### config.mk
export PLATFORM = sky130hd
export DESIGN_NAME = udp_fixed_reply_generator
export DESIGN_NICKNAME = d
export VERILOG_FILES = /design/src/design/ufrg_pkg.sv /design/src/design/ufrg_parser.sv /design/src/design/ufrg_emitter.sv /design/src/design/udp_fixed_reply_generator.sv
export SDC_FILE = /design/constraint.sdc
export NUM_CORES = 1
export LEC_CHECK = 0
export BUFFER_PORTS_ARGS = -buffer_cell sky130_fd_sc_hd__buf_4
export CORE_AREA = 5 5 193 195
export DETAILED_ROUTE_END_ITERATION = 10
export DIE_AREA = 0 0 198 200
export PLACE_DENSITY_LB_ADDON = 0.3
export SLEW_MARGIN = 10
export SYNTH_ARGS = -nofsm -noshare
export SYNTH_HDL_FRONTEND = slang
export SYNTH_SLANG_ARGS = --single-unit
### constraint.sdc
create_clock -name clk -period 15.4 [get_ports clk]
set_clock_uncertainty 0.05 [all_clocks]
set_input_delay 0.77 -clock clk [delete_from_list [all_inputs] [get_ports clk]]
set_output_delay 0.77 -clock clk [all_outputs]
set_load 0.01 [all_outputs]
### src/design/ufrg_pkg.sv
package ufrg_pkg;

    typedef struct packed {
        logic [7:0] in_byte;
        logic       in_last;
    } in_item_t;

    typedef struct packed {
        logic [7:0] out_byte;
        logic       out_last;
    } out_item_t;

    typedef struct packed {
        logic [31:0] src_addr;
        logic [31:0] dst_addr;
        logic [15:0] sport;
        logic [15:0] dport;
        logic [15:0] checksum;
    } reply_desc_t;

    localparam int IP_HDR_BYTES   = 20;
    localparam int UDP_HDR_BYTES  = 8;
    localparam int GREETING_BYTES = 26;

    localparam logic [7:0] VERSION_IHL = 8'h45;
    localparam logic [7:0] REPLY_TTL   = 8'd64;
    localparam logic [7:0] PROTO_UDP   = 8'd17;
    localparam logic [3:0] MIN_IHL     = 4'd5;

    function automatic logic [7:0] greeting_byte(input logic [4:0] idx);
        logic [7:0] b;
        case (idx)
            5'd0:    b = "H";
            5'd1:    b = "e";
            5'd2:    b = "l";
            5'd3:    b = "l";
            5'd4:    b = "o";
            5'd5:    b = " ";
            5'd6:    b = "f";
            5'd7:    b = "r";
            5'd8:    b = "o";
            5'd9:    b = "m";
            5'd10:   b = " ";
            5'd11:   b = "T";
            5'd12:   b = "U";
            5'd13:   b = "N";
            5'd14:   b = " ";
            5'd15:   b = "i";
            5'd16:   b = "n";
            5'd17:   b = "t";
            5'd18:   b = "e";
            5'd19:   b = "r";
            5'd20:   b = "f";
            5'd21:   b = "a";
            5'd22:   b = "c";
            5'd23:   b = "e";
            5'd24:   b = "!";
            default: b = 8'h00;
        endcase
        return b;
    endfunction

endpackage

### src/design/ufrg_parser.sv
module ufrg_parser #(
    parameter int REPLY_PAYLOAD_BYTES = 26
) (
    input  logic                   clk,
    input  logic                   rst_n,
    input  logic                   in_valid,
    output logic                   in_ready,
    input  ufrg_pkg::in_item_t     in_data,
    output logic                   pend_valid,
    output ufrg_pkg::reply_desc_t  pend_desc,
    input  logic                   pend_take
);

    localparam int TOTAL_BYTES = ufrg_pkg::IP_HDR_BYTES + ufrg_pkg::UDP_HDR_BYTES
                                 + REPLY_PAYLOAD_BYTES;
    localparam logic [18:0] CSUM_BASE = 19'({ufrg_pkg::VERSION_IHL, 8'h00})
                                        + 19'(TOTAL_BYTES)
                                        + 19'({ufrg_pkg::REPLY_TTL, ufrg_pkg::PROTO_UDP});
    localparam logic [6:0] POS_MAX   = 7'h7F;
    localparam logic [6:0] POS_IHL   = 7'd0;
    localparam logic [6:0] POS_PROTO = 7'd9;
    localparam logic [6:0] POS_SRC   = 7'd12;
    localparam logic [6:0] POS_DST   = 7'd16;

    logic [6:0]  pos_reg, pos_next;
    logic [3:0]  hw_reg, hw_next;
    logic [7:0]  proto_reg, proto_next;
    logic [31:0] src_reg, src_next;
    logic [31:0] dst_reg, dst_next;
    logic [15:0] sport_reg, sport_next;
    logic [15:0] dport_reg, dport_next;
    logic        pend_valid_reg, pend_valid_next;
    ufrg_pkg::reply_desc_t pend_desc_reg, pend_desc_next;

    logic        accept;
    logic [7:0]  b;
    logic [6:0]  port_at;
    logic [6:0]  port_off;
    logic        reply_hit;
    logic [18:0] sum0;
    logic [16:0] sum1;
    logic [15:0] sum2;

    assign accept     = in_valid && in_ready;
    assign in_ready   = !pend_valid_reg || pend_take;
    assign pend_valid = pend_valid_reg;
    assign pend_desc  = pend_desc_reg;
    assign b          = in_data.in_byte;

    // Addresses are complete well before the port bytes, so the registered copies are used.
    assign sum0 = CSUM_BASE + 19'(src_reg[31:16]) + 19'(src_reg[15:0])
                  + 19'(dst_reg[31:16]) + 19'(dst_reg[15:0]);
    assign sum1 = 17'(sum0[15:0]) + 17'(sum0[18:16]);
    assign sum2 = sum1[15:0] + 16'(sum1[16]);

    always_comb
    begin
        hw_next    = hw_reg;
        proto_next = proto_reg;
        src_next   = src_reg;
        dst_next   = dst_reg;
        sport_next = sport_reg;
        dport_next = dport_reg;

        if (pos_reg == POS_IHL)
        begin
            hw_next = b[3:0];
        end
        else if (pos_reg == POS_PROTO)
        begin
            proto_next = b;
        end
        else if (pos_reg >= POS_SRC && pos_reg < POS_DST)
        begin
            src_next = {src_reg[23:0], b};
        end
        else if (pos_reg >= POS_DST && pos_reg < POS_DST + 7'd4)
        begin
            dst_next = {dst_reg[23:0], b};
        end

        port_at  = {1'b0, hw_next, 2'b00};
        port_off = pos_reg - port_at;
        if (hw_next >= ufrg_pkg::MIN_IHL && pos_reg >= port_at && port_off < 7'd4)
        begin
            if (!port_off[1])
            begin
                sport_next = {sport_reg[7:0], b};
            end
            else
            begin
                dport_next = {dport_reg[7:0], b};
            end
        end

        reply_hit = in_data.in_last && proto_next == ufrg_pkg::PROTO_UDP
                    && hw_next >= ufrg_pkg::MIN_IHL && pos_reg >= port_at + 7'd3;

        if (in_data.in_last)
        begin
            pos_next = '0;
        end
        else if (pos_reg == POS_MAX)
        begin
            pos_next = pos_reg;
        end
        else
        begin
            pos_next = pos_reg + 7'd1;
        end

        pend_valid_next = (accept && reply_hit) || (pend_valid_reg && !pend_take);

        pend_desc_next          = pend_desc_reg;
        pend_desc_next.src_addr = src_next;
        pend_desc_next.dst_addr = dst_next;
        pend_desc_next.sport    = sport_next;
        pend_desc_next.dport    = dport_next;
        pend_desc_next.checksum = ~sum2;
    end

    always_ff @(posedge clk or negedge rst_n)
    begin
        if (!rst_n)
        begin
            pos_reg        <= '0;
            hw_reg         <= '0;
            proto_reg      <= '0;
            src_reg        <= '0;
            dst_reg        <= '0;
            sport_reg      <= '0;
            dport_reg      <= '0;
            pend_valid_reg <= 1'b0;
        end
        else
        begin
            pend_valid_reg <= pend_valid_next;
            if (accept)
            begin
                pos_reg   <= pos_next;
                hw_reg    <= hw_next;
                proto_reg <= proto_next;
                src_reg   <= src_next;
                dst_reg   <= dst_next;
                sport_reg <= sport_next;
                dport_reg <= dport_next;
            end
        end
    end

    always_ff @(posedge clk)
    begin
        if (accept && reply_hit)
        begin
            pend_desc_reg <= pend_desc_next;
        end
    end

endmodule

### src/design/ufrg_emitter.sv
module ufrg_emitter #(
    parameter int REPLY_PAYLOAD_BYTES = 26
) (
    input  logic                   clk,
    input  logic                   rst_n,
    input  logic                   pend_valid,
    input  ufrg_pkg::reply_desc_t  pend_desc,
    output logic                   pend_take,
    output logic                   out_valid,
    input  logic                   out_ready,
    output ufrg_pkg::out_item_t    out_data
);

    localparam int TOTAL_BYTES = ufrg_pkg::IP_HDR_BYTES + ufrg_pkg::UDP_HDR_BYTES
                                 + REPLY_PAYLOAD_BYTES;
    localparam int UDP_BYTES   = ufrg_pkg::UDP_HDR_BYTES + REPLY_PAYLOAD_BYTES;
    localparam logic [15:0] TOTAL_LEN = 16'(TOTAL_BYTES);
    localparam logic [15:0] UDP_LEN   = 16'(UDP_BYTES);
    localparam logic [5:0]  LAST_IDX  = 6'(TOTAL_BYTES - 1);
    localparam logic [5:0]  PAYLOAD_START = 6'(ufrg_pkg::IP_HDR_BYTES + ufrg_pkg::UDP_HDR_BYTES);

    logic [5:0]  idx_reg, idx_next;
    logic        act_valid_reg, act_valid_next;
    ufrg_pkg::reply_desc_t act_reg, act_next;
    logic        out_valid_reg, out_valid_next;
    ufrg_pkg::out_item_t out_reg, out_next;

    logic        adv;
    logic        at_end;
    logic [5:0]  pay_idx;
    logic [7:0]  cur_byte;

    assign adv       = act_valid_reg && (!out_valid_reg || out_ready);
    assign at_end    = idx_reg == LAST_IDX;
    assign pend_take = pend_valid && (!act_valid_reg || (adv && at_end));
    assign out_valid = out_valid_reg;
    assign out_data  = out_reg;
    assign pay_idx   = idx_reg - PAYLOAD_START;

    always_comb
    begin
        case (idx_reg)
            6'd0:    cur_byte = ufrg_pkg::VERSION_IHL;
            6'd2:    cur_byte = TOTAL_LEN[15:8];
            6'd3:    cur_byte = TOTAL_LEN[7:0];
            6'd8:    cur_byte = ufrg_pkg::REPLY_TTL;
            6'd9:    cur_byte = ufrg_pkg::PROTO_UDP;
            6'd10:   cur_byte = act_reg.checksum[15:8];
            6'd11:   cur_byte = act_reg.checksum[7:0];
            6'd12:   cur_byte = act_reg.dst_addr[31:24];
            6'd13:   cur_byte = act_reg.dst_addr[23:16];
            6'd14:   cur_byte = act_reg.dst_addr[15:8];
            6'd15:   cur_byte = act_reg.dst_addr[7:0];
            6'd16:   cur_byte = act_reg.src_addr[31:24];
            6'd17:   cur_byte = act_reg.src_addr[23:16];
            6'd18:   cur_byte = act_reg.src_addr[15:8];
            6'd19:   cur_byte = act_reg.src_addr[7:0];
            6'd20:   cur_byte = act_reg.dport[15:8];
            6'd21:   cur_byte = act_reg.dport[7:0];
            6'd22:   cur_byte = act_reg.sport[15:8];
            6'd23:   cur_byte = act_reg.sport[7:0];
            6'd24:   cur_byte = UDP_LEN[15:8];
            6'd25:   cur_byte = UDP_LEN[7:0];
            default:
            begin
                if (idx_reg >= PAYLOAD_START)
                begin
                    cur_byte = ufrg_pkg::greeting_byte(pay_idx[4:0]);
                end
                else
                begin
                    cur_byte = 8'h00;
                end
            end
        endcase
    end

    always_comb
    begin
        idx_next       = idx_reg;
        act_valid_next = act_valid_reg;
        act_next       = act_reg;
        out_valid_next = out_valid_reg;
        out_next       = out_reg;

        if (adv)
        begin
            idx_next          = idx_reg + 6'd1;
            out_valid_next    = 1'b1;
            out_next.out_byte = cur_byte;
            out_next.out_last = at_end;
            if (at_end)
            begin
                act_valid_next = 1'b0;
                idx_next       = '0;
            end
        end
        else if (out_ready)
        begin
            out_valid_next = 1'b0;
        end

        if (pend_take)
        begin
            act_valid_next = 1'b1;
            act_next       = pend_desc;
            idx_next       = '0;
        end
    end

    always_ff @(posedge clk or negedge rst_n)
    begin
        if (!rst_n)
        begin
            idx_reg       <= '0;
            act_valid_reg <= 1'b0;
            out_valid_reg <= 1'b0;
        end
        else
        begin
            idx_reg       <= idx_next;
            act_valid_reg <= act_valid_next;
            out_valid_reg <= out_valid_next;
        end
    end

    always_ff @(posedge clk)
    begin
        act_reg <= act_next;
        out_reg <= out_next;
    end

endmodule

### src/design/udp_fixed_reply_generator.sv
// Answers every well-formed UDP over IPv4 packet with a fixed UDP reply.
// Input channel: in_valid / in_ready / in_data, one packet byte per item in
// network order, with in_last set on the final byte of each packet.
// Output channel: out_valid / out_ready / out_data, one reply byte per item,
// with out_last set on the final byte. A reply is 28 + REPLY_PAYLOAD_BYTES
// bytes: IPv4 header with swapped addresses and a fresh checksum, UDP header
// with swapped ports, then the start of a fixed greeting.
// Throughput is one item per cycle on each channel while its ready is high.
// When idle, a reply goes from the waiting slot to the emitter's active
// register, then its first byte is registered on the output; the rest follow
// one per cycle while out_ready is high. Reception of the next packet overlaps
// the emission of a reply; one further finished reply is held in a waiting
// slot, and in_ready drops only while that slot is occupied and its contents
// are not being taken in that cycle. A stall on the output simply holds the
// current byte and the reply counter. Reset clears the byte position, the
// captured header fields and all valid flags; no reply is pending after reset.
module udp_fixed_reply_generator #(
    parameter int REPLY_PAYLOAD_BYTES = 26
) (
    input  logic                 clk,
    input  logic                 rst_n,
    input  logic                 in_valid,
    output logic                 in_ready,
    input  ufrg_pkg::in_item_t   in_data,
    output logic                 out_valid,
    input  logic                 out_ready,
    output ufrg_pkg::out_item_t  out_data
);

    logic                  pend_valid;
    logic                  pend_take;
    ufrg_pkg::reply_desc_t pend_desc;

    ufrg_parser #(
        .REPLY_PAYLOAD_BYTES(REPLY_PAYLOAD_BYTES)
    ) u_parser (
        .clk        (clk),
        .rst_n      (rst_n),
        .in_valid   (in_valid),
        .in_ready   (in_ready),
        .in_data    (in_data),
        .pend_valid (pend_valid),
        .pend_desc  (pend_desc),
        .pend_take  (pend_take)
    );

    ufrg_emitter #(
        .REPLY_PAYLOAD_BYTES(REPLY_PAYLOAD_BYTES)
    ) u_emitter (
        .clk        (clk),
        .rst_n      (rst_n),
        .pend_valid (pend_valid),
        .pend_desc  (pend_desc),
        .pend_take  (pend_take),
        .out_valid  (out_valid),
        .out_ready  (out_ready),
        .out_data   (out_data)
    );

endmodule

# Yosys cells after proc, flatten, opt, wreduce, memory -nomap -nowiden
# Memories as Yosys holds them, arrays and structs flattened.
# Index checks and enable logic that the tools add are counted.
# Widths: inputs -> output; s select.
[op_classes]
addsub = 11
n_lt_le_gt_ge = 9
n_eq_ne = 25
n_mux = 26
bitwise_logic = 1
reduce_logical = 29
[op_table]
columns = ["operator", "n"]
rows = [
  ["$mux 32", 7],
  ["$pmux 8 s20", 1],
  ["$mux 16", 4],
  ["$eq 6x5->1 const B", 10],
  ["$add 19x16->19", 3],
  ["$eq 6x4->1 const B", 8],
  ["$mux 8", 3],
  ["$mux 6", 3],
  ["$add 16x16->17 const A", 1],
  ["$add 16x3->17", 1],
  ["$add 16x1->16", 1],
  ["$not 16->16", 1],
  ["$lt 7x5->1 const B", 2],
  ["$mux 7", 2],
  ["$logic_and 1x1->1", 13],
  ["$eq 6x2->1 const B", 2],
  ["$eq 8x5->1 const B", 1],
  ["$add 6x2->7 const B", 1],
  ["$add 7x1->7 const B", 1],
  ["$eq 7x4->1 const B", 1],
  ["$eq 7x7->1 const B", 1],
  ["$ge 7x4->1 const B", 1],
  ["$ge 7x5->1 const B", 1],
  ["$ge 7x6->1", 1],
  ["other kinds (18)", 31],
]
[word_totals]
regBits = 357
mem_bits_ro = 224
output_inout_bits = 11
wordCells = 125
mem_count = 1
[memory_table]
columns = ["name", "words", "word_bits", "read_ports", "rd_ports_with_merged_regs", "wr", "line_no", "text"]
rows = [
  ["(no name shown)", 32, 7, 1, 0, 0, "ufrg_pkg.sv:32", "case (idx)"],
]

# Logic depth before layout (Yosys ltp)
# Gate-level depths: netlist of run 1.
[logic_depth]
word_depth = 10
mapped_depth = 35

# Hierarchy
# A second synthesis of run 1 with hierarchy kept.
[hier_totals]
hier_cells = 1377
hier_area_um2 = 17463.0
[modules_own_cells]
columns = ["mod", "instances", "cells_per_inst", "area_per_inst_um2", "seq_area_each_um2"]
rows = [
  ["ufrg_parser", 1, 1004, 11907.7, 6266.0],
  ["ufrg_emitter", 1, 373, 5555.3, 3833.7],
]

# Worst setup path before layout of run 1
# No wires, ideal clock.
[synth_timing]
kind = "flip-flop to flip-flop"
from = "reg u_parser.src_reg[16]"
to = "reg u_parser.pend_desc_reg (netlist bit u_parser.pend_desc[14]), data pin"
setup_ns = 0.264
t_arrival_ns = 7.505
slack_ns = 7.582
path_stages_with_launch = 35
n_path_buf = 0
synth_period_minus_slack_ns = 7.818
path_cell_list = "dfrtp_1 inv_1 ha_1 a21oi_1 o21a_1 xnor2_1 fa_1 inv_1 fa_1 inv_1 ha_1 and3_1 a221oi_2 nand2_1 a311oi_1 o21bai_1 a21oi_1 o21bai_1 a21o_1 xnor2_1 fa_1 nor2b_1 o221a_2 nand4_1 a21o_1 nor3_1 nand3_1 and4b_1 ha_1 nor2b_1 nand4_1 or2_1 or4_4 a211oi_2 xnor2_1"
[synth_rtl]
columns = ["element", "line_no", "text"]
rows = [
  ["start, declared", "ufrg_parser.sv:28", "logic [31:0] src_reg, src_next;"],
  ["start signal, assigned", "ufrg_parser.sv:143", "src_reg <= src_next;"],
  ["end signal, assigned", "ufrg_parser.sv:155", "pend_desc_reg <= pend_desc_next;"],
  ["end, declared", "ufrg_parser.sv:33", "ufrg_pkg::reply_desc_t pend_desc_reg, pend_desc_next;"],
]

==> impl_metrics.yaml, run 1 <==
synthesis:
  avgSynthCellArea_um2: 12.3
  synth_top_family_by_area: "simple AND/OR/NAND/NOR gates"
  synth_ff_type: "edfxtp_1"
  synthMuxAreaShare_pct: 8.01
  synth_area_leaders: "edfxtp_1 40%, dfrtp_1 18%, mux2_2 7.7%, fa_1 3.9%, nor2_1 3.4%"
  synth_cells: 1407
  yosysUniqueCellTypes: 79
  yosysSeqAreaShare_pct: 58.3
  ys_ff_latch: 357
  synth_compound_area_share_pct: 9.00
  synth-simple-area-share_pct: 11.0
  synth-edff-count: 233
  postSynthNetCount: 1497
  synth_top_area_share_pct: 40.4
  synth_xor_xnor_area_share_pct: 3.07
  ys_async_sr_fraction_pct: 34.7
  synthAdderAreaFrac_pct: 7.03
  yosysTopAreaCell: "edfxtp_1"
  netlist_area_um2: 17300
  yosysWarnings: 0
clock_tree:
  cts_tree: "yes"
  h-tree-depth: 2
  cts_root_buf: "clkbuf_16"
  ctsLongestPathBuffers: 3
  ctsHoldBuffers: 0
  cts.sinks: 357
  clock_latency_ns: 0.55
  path_clk_slew_ns: 0.06
  cts_made_buffers: 38
  cts_resized: 0
  cts_setup_buffers: 0
setup_path:
  r2r-start: "u_parser.src_reg[18]"
  worstSetupPathType: "reg -> reg"
  worstPathArrival_ns: 9.18
  reg2reg_depth: 35
  cp.required_ns: 15.70
  worstReg2RegEnd: "u_parser.pend_desc[15]"
  critical-path-max-stage-delay_ns: 0.51
  rrSetupSlack_ns: 6.52
  crit_path_start_kind: "flip-flop"
  crit_fanout: 6
  endpoint_kind: "flip-flop"
  cp_slowest_cell: "nor3_1"
global_route:
  grt_max_degree: 85
  grt.total_usage_pct: 20.4
  antenna_found_initial: 0
  grt_pass1_vias: 10700
  grt_pass1_wl_um: 62500
  grt_overflow_total: 0
die:
  die_w_um: 198
  io_pins: 24
  initial_utilization_pct: 49.2
  core_area_um2: 35200
  std_cell_rows: 69
  die_h_um: 200
  dieArea_um2: 39600
route:
  drtAntennaViolNets: 0
  drtIter0Drc: 927
  first_pass_iters: 7
  drcViolationCount: 0
  wl_um: 39600
  vias_per_cell: 5.71
  wl_per_cell_um: 20.8
  vias: 10900
sta:
  hold_viol: 0
  fmax_mhz: 113
  maxSlewHeadroom_pct: 23.6
  post-route-period-util_pct: 57.6
  maxSlewViolCount: 0
  fin_setup_tns_ns: 0
  period_needed_ns: 8.88
  tightest_slew_ns: 1.15
  setup_viol: 0
  rsz0062_at_grt: "false"
cells_and_area:
  multi_input_area_um2: 6630
  fill_cells: 2919
  area_growth_pct: 10.4
  final_common_cell: "edfxtp_1"
  most-common-layout-cells: "233 x edfxtp_1, 157 x nor2_1, 124 x dfrtp_1"
  nets: 1502
  drive_gt1_share_pct: 15.6
  final-seq-area_um2: 10100
placed_design:
  hpwl_um: 27900
  place_congestion: 0.938
  portBuffers: 23
hold_path:
  min_path_type: "in -> async"
run_status:
  status: "finished clean"
flow_run:
  maxCapViolCount: 0
routing by layer:
metal  routed length (um)  track usage [%]  vias to the layer above
met4                 1200             6.76                        0
met5                    0                0                        -
met1                17700             28.7                     5408
met3                 2190             3.64                       71
met2                18500             32.6                      326
li1                     -                -                     5060
cell type report:
cell class	count	area share, %
sequential	357	52.8
multi-input combinational	886	34.6
clock buffer	50	5.31
tap	461	3.01
inverter	99	1.94
timing repair buffer	30	1.18
clock inverter	20	1.12
antenna	1	0.0131
cell families (layout without fill, tap and decap cells):
family,count (synthesis),count (layout)
and+or+nand+nor,398,398
DFF,357,357
AOI/OAI and AO/OA,228,228
buffers and inverters,164,199
muxes,124,124
adders and majority gates,77,77
xor gates and xnor gates,59,59
other,0,1
worst max-delay path by stage:
stage	start	endpoint	slack [ns]
detailed placement	u_parser.src_reg[18]	u_parser.pend_desc[15]	6.66
floorplan	u_parser.src_reg[16]	u_parser.pend_desc[14]	7.58
global placement	u_parser.src_reg[18]	u_parser.pend_desc[14]	7.00
CTS	u_parser.src_reg[18]	u_parser.pend_desc[15]	6.63
global route	u_parser.src_reg[18]	u_parser.pend_desc[15]	5.75
finish	u_parser.src_reg[18]	u_parser.pend_desc[15]	6.52
stage by stage:
step	setup slack, ns	cells	util [%]	hold WS (ns)	instance area [um2]
after floorplan	7.58	1407	-	0.350	17300
after global placement	7.00	1833	50.8	0.351	17900
after detailed placement	6.66	1833	50.8	0.355	17900
after CTS	6.63	1903	54.3	0.279	19100
after global routing	5.75	1903	54.3	0.319	19100
final	6.52	1904	54.3	0.272	19100
worst max-delay path, delay by kind of cell (launching register included):
family | cells | cell delay [ns]
DFF | 1 | 0.41
xor gates and xnor gates | 2 | 0.28
and+or+nand+nor | 14 | 3.40
adders and majority gates | 5 | 1.96
buffers and inverters | 3 | 0.21
AOI/OAI and AO/OA | 11 | 2.36
cell usage after synthesis, types with 11 or more instances:
library cell  count
edfxtp_1        233
nor2_1          157
dfrtp_1         124
mux2_2          118
inv_1            98
nand2_1          92
o21ai_0          74
clkbuf_1         52
ha_1             43
xnor2_1          40
fa_1             34
a21oi_1          33
a22oi_1          27
nor3_1           20
nand4_1          19
nand3_1          18
xor2_1           18
and2_1           15
nor2b_1          13
a21o_1           12
and3_1           11
Power of run 1 is left out: the tool's default activity adds up to more than one toggle a clock period on the data nets, which glitch-free logic cannot reach.
==> run 2: changes to the inputs <==
==> constraint.sdc (replaced) <==
create_clock -name clk -period 8.7 [get_ports clk]
set_clock_uncertainty 0.05 [all_clocks]
set_input_delay 0.435 -clock clk [delete_from_list [all_inputs] [get_ports clk]]
set_output_delay 0.435 -clock clk [all_outputs]
set_load 0.01 [all_outputs]
==> run 2 against run 1 <==
Effect of this change:
- sequential share of layout area is 0.29 points lower
- core utilization is 0.30 points higher
- die area stayed put
- critical path type unchanged
- critical endpoint is now u_parser.pend_desc[14]
- highest routed layer unchanged
==> impl_metrics.yaml, run 2 (synthesized netlist as in run 1, its figures left out) <==
run_status:
  status: "finished clean"
route:
  drtAntennaViolNets: 0
  wl_um: 39700
  wl_per_cell_um: 20.7
  vias: 10800
  drtIter0Drc: 835
  drcViolationCount: 0
  first_pass_iters: 5
  vias_per_cell: 5.67
setup_path:
  cp.buffers_inverters: 3
  worstSetupPathType: "reg -> reg"
  endpoint_kind: "flip-flop"
  crit_fanout: 7
  crit_family: "simple AND/OR/NAND/NOR gates"
  crit_path_start_kind: "flip-flop"
  cp.required_ns: 8.91
  cp_slowest_cell: "or4_4"
  critical-path-max-stage-delay_ns: 0.54
  worstPathArrival_ns: 8.42
clock_tree:
  ctsLongestPathBuffers: 3
  cts.sinks: 357
  cts_made_buffers: 38
  path_clk_slew_ns: 0.06
  h-tree-depth: 2
  clock_latency_ns: 0.54
  cts_root_buf: "clkbuf_16"
  cts_tree: "yes"
die:
  initial_utilization_pct: 49.2
  dieArea_um2: 39600
  io_pins: 24
  die_h_um: 200
  die_w_um: 198
  std_cell_rows: 69
  core_area_um2: 35200
cells_and_area:
  area_growth_pct: 11.0
  fill_cells: 2939
  nets: 1512
  final_common_cell: "edfxtp_1"
  diodes: 0
  drive_gt1_share_pct: 16.7
  most-common-layout-cells: "233 x edfxtp_1, 156 x nor2_1, 124 x dfrtp_1"
global_route:
  grt_max_degree: 92
  grt_pass1_wl_um: 63000
  grt_pass1_vias: 10800
  grt_overflow_total: 0
  antenna_found_initial: 1
  grt.total_usage_pct: 20.5
placed_design:
  portBuffers: 23
  place_congestion: 0.906
  hpwl_um: 28000
sta:
  hold_viol: 0
  fin_setup_tns_ns: 0
  period_needed_ns: 8.21
  maxSlewViolCount: 0
  post-route-period-util_pct: 94.3
  tightest_slew_ns: 1.04
  fmax_mhz: 122
  setup_viol: 0
  maxSlewHeadroom_pct: 30.7
hold_path:
  min_path_type: "in -> reg"
flow_run:
  maxCapViolCount: 0
[run 2: final timing paths]
| check | start | cells past startpoint | end | slack, ns |
|---|---|---|---|---|
| hold / removal | in_data[0] | 2 | u_parser.pos_reg[3] | 0.08 |
| setup reg to reg | u_parser.src_reg[16] | 34 | u_parser.pend_desc[14] | 0.49 |
| min in group asynchronous | rst_n | 2 | u_emitter.act_valid_reg | 0.23 |
| hold reg to reg | u_parser.pend_desc[14] | 0 | u_emitter.act_reg[14] | 0.36 |
| setup / recovery | u_parser.src_reg[16] | 34 | u_parser.pend_desc[14] | 0.49 |
| max in group asynchronous | rst_n | 4 | u_parser.dst_reg[31] | 6.59 |
[run 2: cell type report]
cell class | count | area, um2 | area share (%)
Clock inverter | 12 | 153 | 0.793
Clock buffer | 58 | 1070 | 5.54
Inverter | 99 | 372 | 1.93
Multi-Input combinational cell | 886 | 6670 | 34.7
Sequential cell | 357 | 10100 | 52.5
Tap cell | 461 | 577 | 3.00
Timing Repair Buffer | 40 | 303 | 1.57
[run 2: what timing repair did]
item | 4_1_cts | 5_1_grt
setup buffers | 0 | 4
resized for setup | 1 | 11
pin swaps | 0 | 3
hold buffers | 1 | 0
hold endpoints to repair | 13 | 0
gates cloned | 0 | 0
setup endpoints to repair | 1 | 6
[run 2: metrics by stage]
step	util, %	setup slack [ns]	std cells	cell area, um2	hold WS [ns]
2_1_floorplan	-	0.882	1407	17300	0.0894
3_3_place_gp	50.9	0.321	1838	17900	0.245
3_5_place_dp	50.9	0.0127	1838	17900	0.250
4_1_cts	54.4	0.0133	1909	19200	0.0525
5_1_grt	54.6	-0.0210	1913	19200	0.0711
6_report	54.6	0.495	1913	19200	0.0818
[run 2: routing by layer]
metal / routed length (um) / share of wire [%] / GRT usage [%]
met1: 17800 / 45 / 29.5
met2: 18900 / 48 / 33.8
met3: 1970 / 5.0 / 2.30
met4: 982 / 2.5 / 5.46
met5: 0 / 0 / 0
Power of run 2 is left out for the same reason.
==> run 3: changes to the inputs <==
--- a/config.mk
+++ b/config.mk
@@ -6,11 +6,11 @@
 export NUM_CORES = 1
 export LEC_CHECK = 0
 export BUFFER_PORTS_ARGS = -buffer_cell sky130_fd_sc_hd__buf_4
-export CORE_AREA = 5 5 193 195
+export CORE_AREA = 5 5 247 249
 export DETAILED_ROUTE_END_ITERATION = 10
-export DIE_AREA = 0 0 198 200
+export DIE_AREA = 0 0 252 254
 export PLACE_DENSITY_LB_ADDON = 0.3
-export SLEW_MARGIN = 10
+export SLEW_MARGIN = 5
 export SYNTH_ARGS = -nofsm -noshare
 export SYNTH_HDL_FRONTEND = slang
 export SYNTH_SLANG_ARGS = --single-unit
==> run 3 against run 2 <==
Effect of this change:
- die area grew 62%
- first-iteration DRC count shrank 7.3%
- critical path depth is the same
- final area grew 2.2%
- hold slack gained 0.011 ns
- non-clock buffer count shrank 5
- cell count grew 16%
- via count shrank 0.79%
- clock-buffer cell count shrank 3
- core utilization shrank 21 points
- sequential share of layout area shrank 1.1 points
- worst setup slack gained 0.030 ns
- critical endpoint unchanged
- highest routed layer unchanged
==> impl_metrics.yaml, run 3 (synthesized netlist as in run 1, its figures left out) <==
route:
  drtAntennaViolNets: 0
  vias_per_cell: 4.85
  drcViolationCount: 0
  wl_per_cell_um: 19.0
  drtIter0Drc: 774
  vias: 10800
  wl_um: 42100
  first_pass_iters: 5
clock_tree:
  cts_root_buf: "clkbuf_16"
  h-tree-depth: 2
  cts.sinks: 357
  cts_tree: "yes"
  path_clk_slew_ns: 0.07
  clock_latency_ns: 0.54
  ctsLongestPathBuffers: 3
  cts_made_buffers: 38
sta:
  period_needed_ns: 8.18
  fmax_mhz: 122
  setup_viol: 0
  hold_viol: 0
  maxSlewHeadroom_pct: 26.2
  fin_setup_tns_ns: 0
  maxSlewViolCount: 0
  post-route-period-util_pct: 94.0
  tightest_slew_ns: 1.11
die:
  core_area_um2: 58500
  initial_utilization_pct: 29.6
  std_cell_rows: 89
  dieArea_um2: 64000
  die_w_um: 252
  io_pins: 24
  die_h_um: 254
cells_and_area:
  multi_input_area_um2: 6700
  diodes: 0
  final_common_cell: "edfxtp_1"
  area_growth_pct: 13.5
  final-seq-area_um2: 10100
  fill_cells: 5713
  nets: 1507
  most-common-layout-cells: "233 x edfxtp_1, 156 x nor2_1, 123 x dfrtp_1"
  drive_gt1_share_pct: 16.8
hold_path:
  worstHoldPathCells: 2
  holdPathEnd: "u_parser.pos_reg[2]"
  min_from: "in_data[0]"
  min_path_type: "in -> reg"
run_status:
  status: "finished clean"
setup_path:
  endpoint_kind: "flip-flop"
  critical-path-max-stage-delay_ns: 0.54
  r2r-start: "u_parser.src_reg[16]"
  worstSetupPathType: "reg -> reg"
  crit_path_start_kind: "flip-flop"
  worstPathArrival_ns: 8.39
  cp.required_ns: 8.92
  rrSetupSlack_ns: 0.52
  reg2reg_depth: 34
  worstReg2RegEnd: "u_parser.pend_desc[14]"
  crit_fanout: 6
  cp_slowest_cell: "or4_4"
global_route:
  grt_pass1_wl_um: 65600
  grt_max_degree: 86
  grt_overflow_total: 0
  grt_pass1_vias: 10900
  grt.total_usage_pct: 13.1
  antenna_found_initial: 1
placed_design:
  place_congestion: 0.898
  portBuffers: 23
  hpwl_um: 29900
flow_run:
  maxCapViolCount: 0
run 3: area by class of cell:
cell class / instances / area share [%]
tap: 773 / 4.92
clock inverter: 13 / 1.02
multi-input combinational: 886 / 34.0
clock buffer: 55 / 5.42
timing repair buffer: 35 / 1.37
sequential: 357 / 51.3
inverter: 99 / 1.89
run 3: worst max path at each step:
stage / start / end / slack, ns / cells past startpoint
after CTS: u_parser.src_reg[18] / u_parser.pend_desc[15] / 0.02 / 35
after detailed placement: u_parser.src_reg[18] / u_parser.pend_desc[14] / 0.06 / 35
after global routing: u_parser.src_reg[18] / u_parser.pend_desc[15] / -0.002 / 35
final: u_parser.src_reg[16] / u_parser.pend_desc[14] / 0.52 / 34
after global placement: u_parser.src_reg[18] / u_parser.pend_desc[14] / 0.29 / 35
after floorplan: u_parser.src_reg[16] / u_parser.pend_desc[14] / 0.88 / 34
run 3: stage by stage:
stage | setup slack [ns] | instance area [um2] | std cells | hold WS (ns) | utilization (%)
2_1_floorplan | 0.882 | 17300 | 1407 | 0.0894 | -
3_3_place_gp | 0.294 | 18300 | 2147 | 0.351 | 31.3
3_5_place_dp | 0.0613 | 18300 | 2147 | 0.355 | 31.3
4_1_cts | 0.0218 | 19600 | 2216 | 0.0723 | 33.5
5_1_grt | -0.00216 | 19700 | 2218 | 0.0985 | 33.7
6_report | 0.525 | 19700 | 2218 | 0.0926 | 33.7
run 3: worst max-delay path: cells and delay by family (launching register included):
kind	cells	cell delay [ns]
AO/OA/AOI/OAI	11	2.11
XOR/XNOR	3	0.39
adder cells (fa/ha/maj)	6	2.22
buffers and inverters	3	0.22
flip-flops	1	0.44
AND/OR/NAND/NOR	11	2.46
run 3: metal layers:
metal  vias up  GRT usage, %  wire, um
met3        60          1.79      1830
met1      5409          17.6     18700
met2       247          22.0     20100
met4         0          4.54      1400
li1       5042             -         -
met5         -             0         0
run 3: repair_timing:
action,4_1_cts,5_1_grt
setup endpoints to repair,0,6
resized for setup,0,14
setup buffers,0,2
endpoints found under the hold margin,79,0
hold buffers,1,0
Power of run 3 is left out for the same reason.
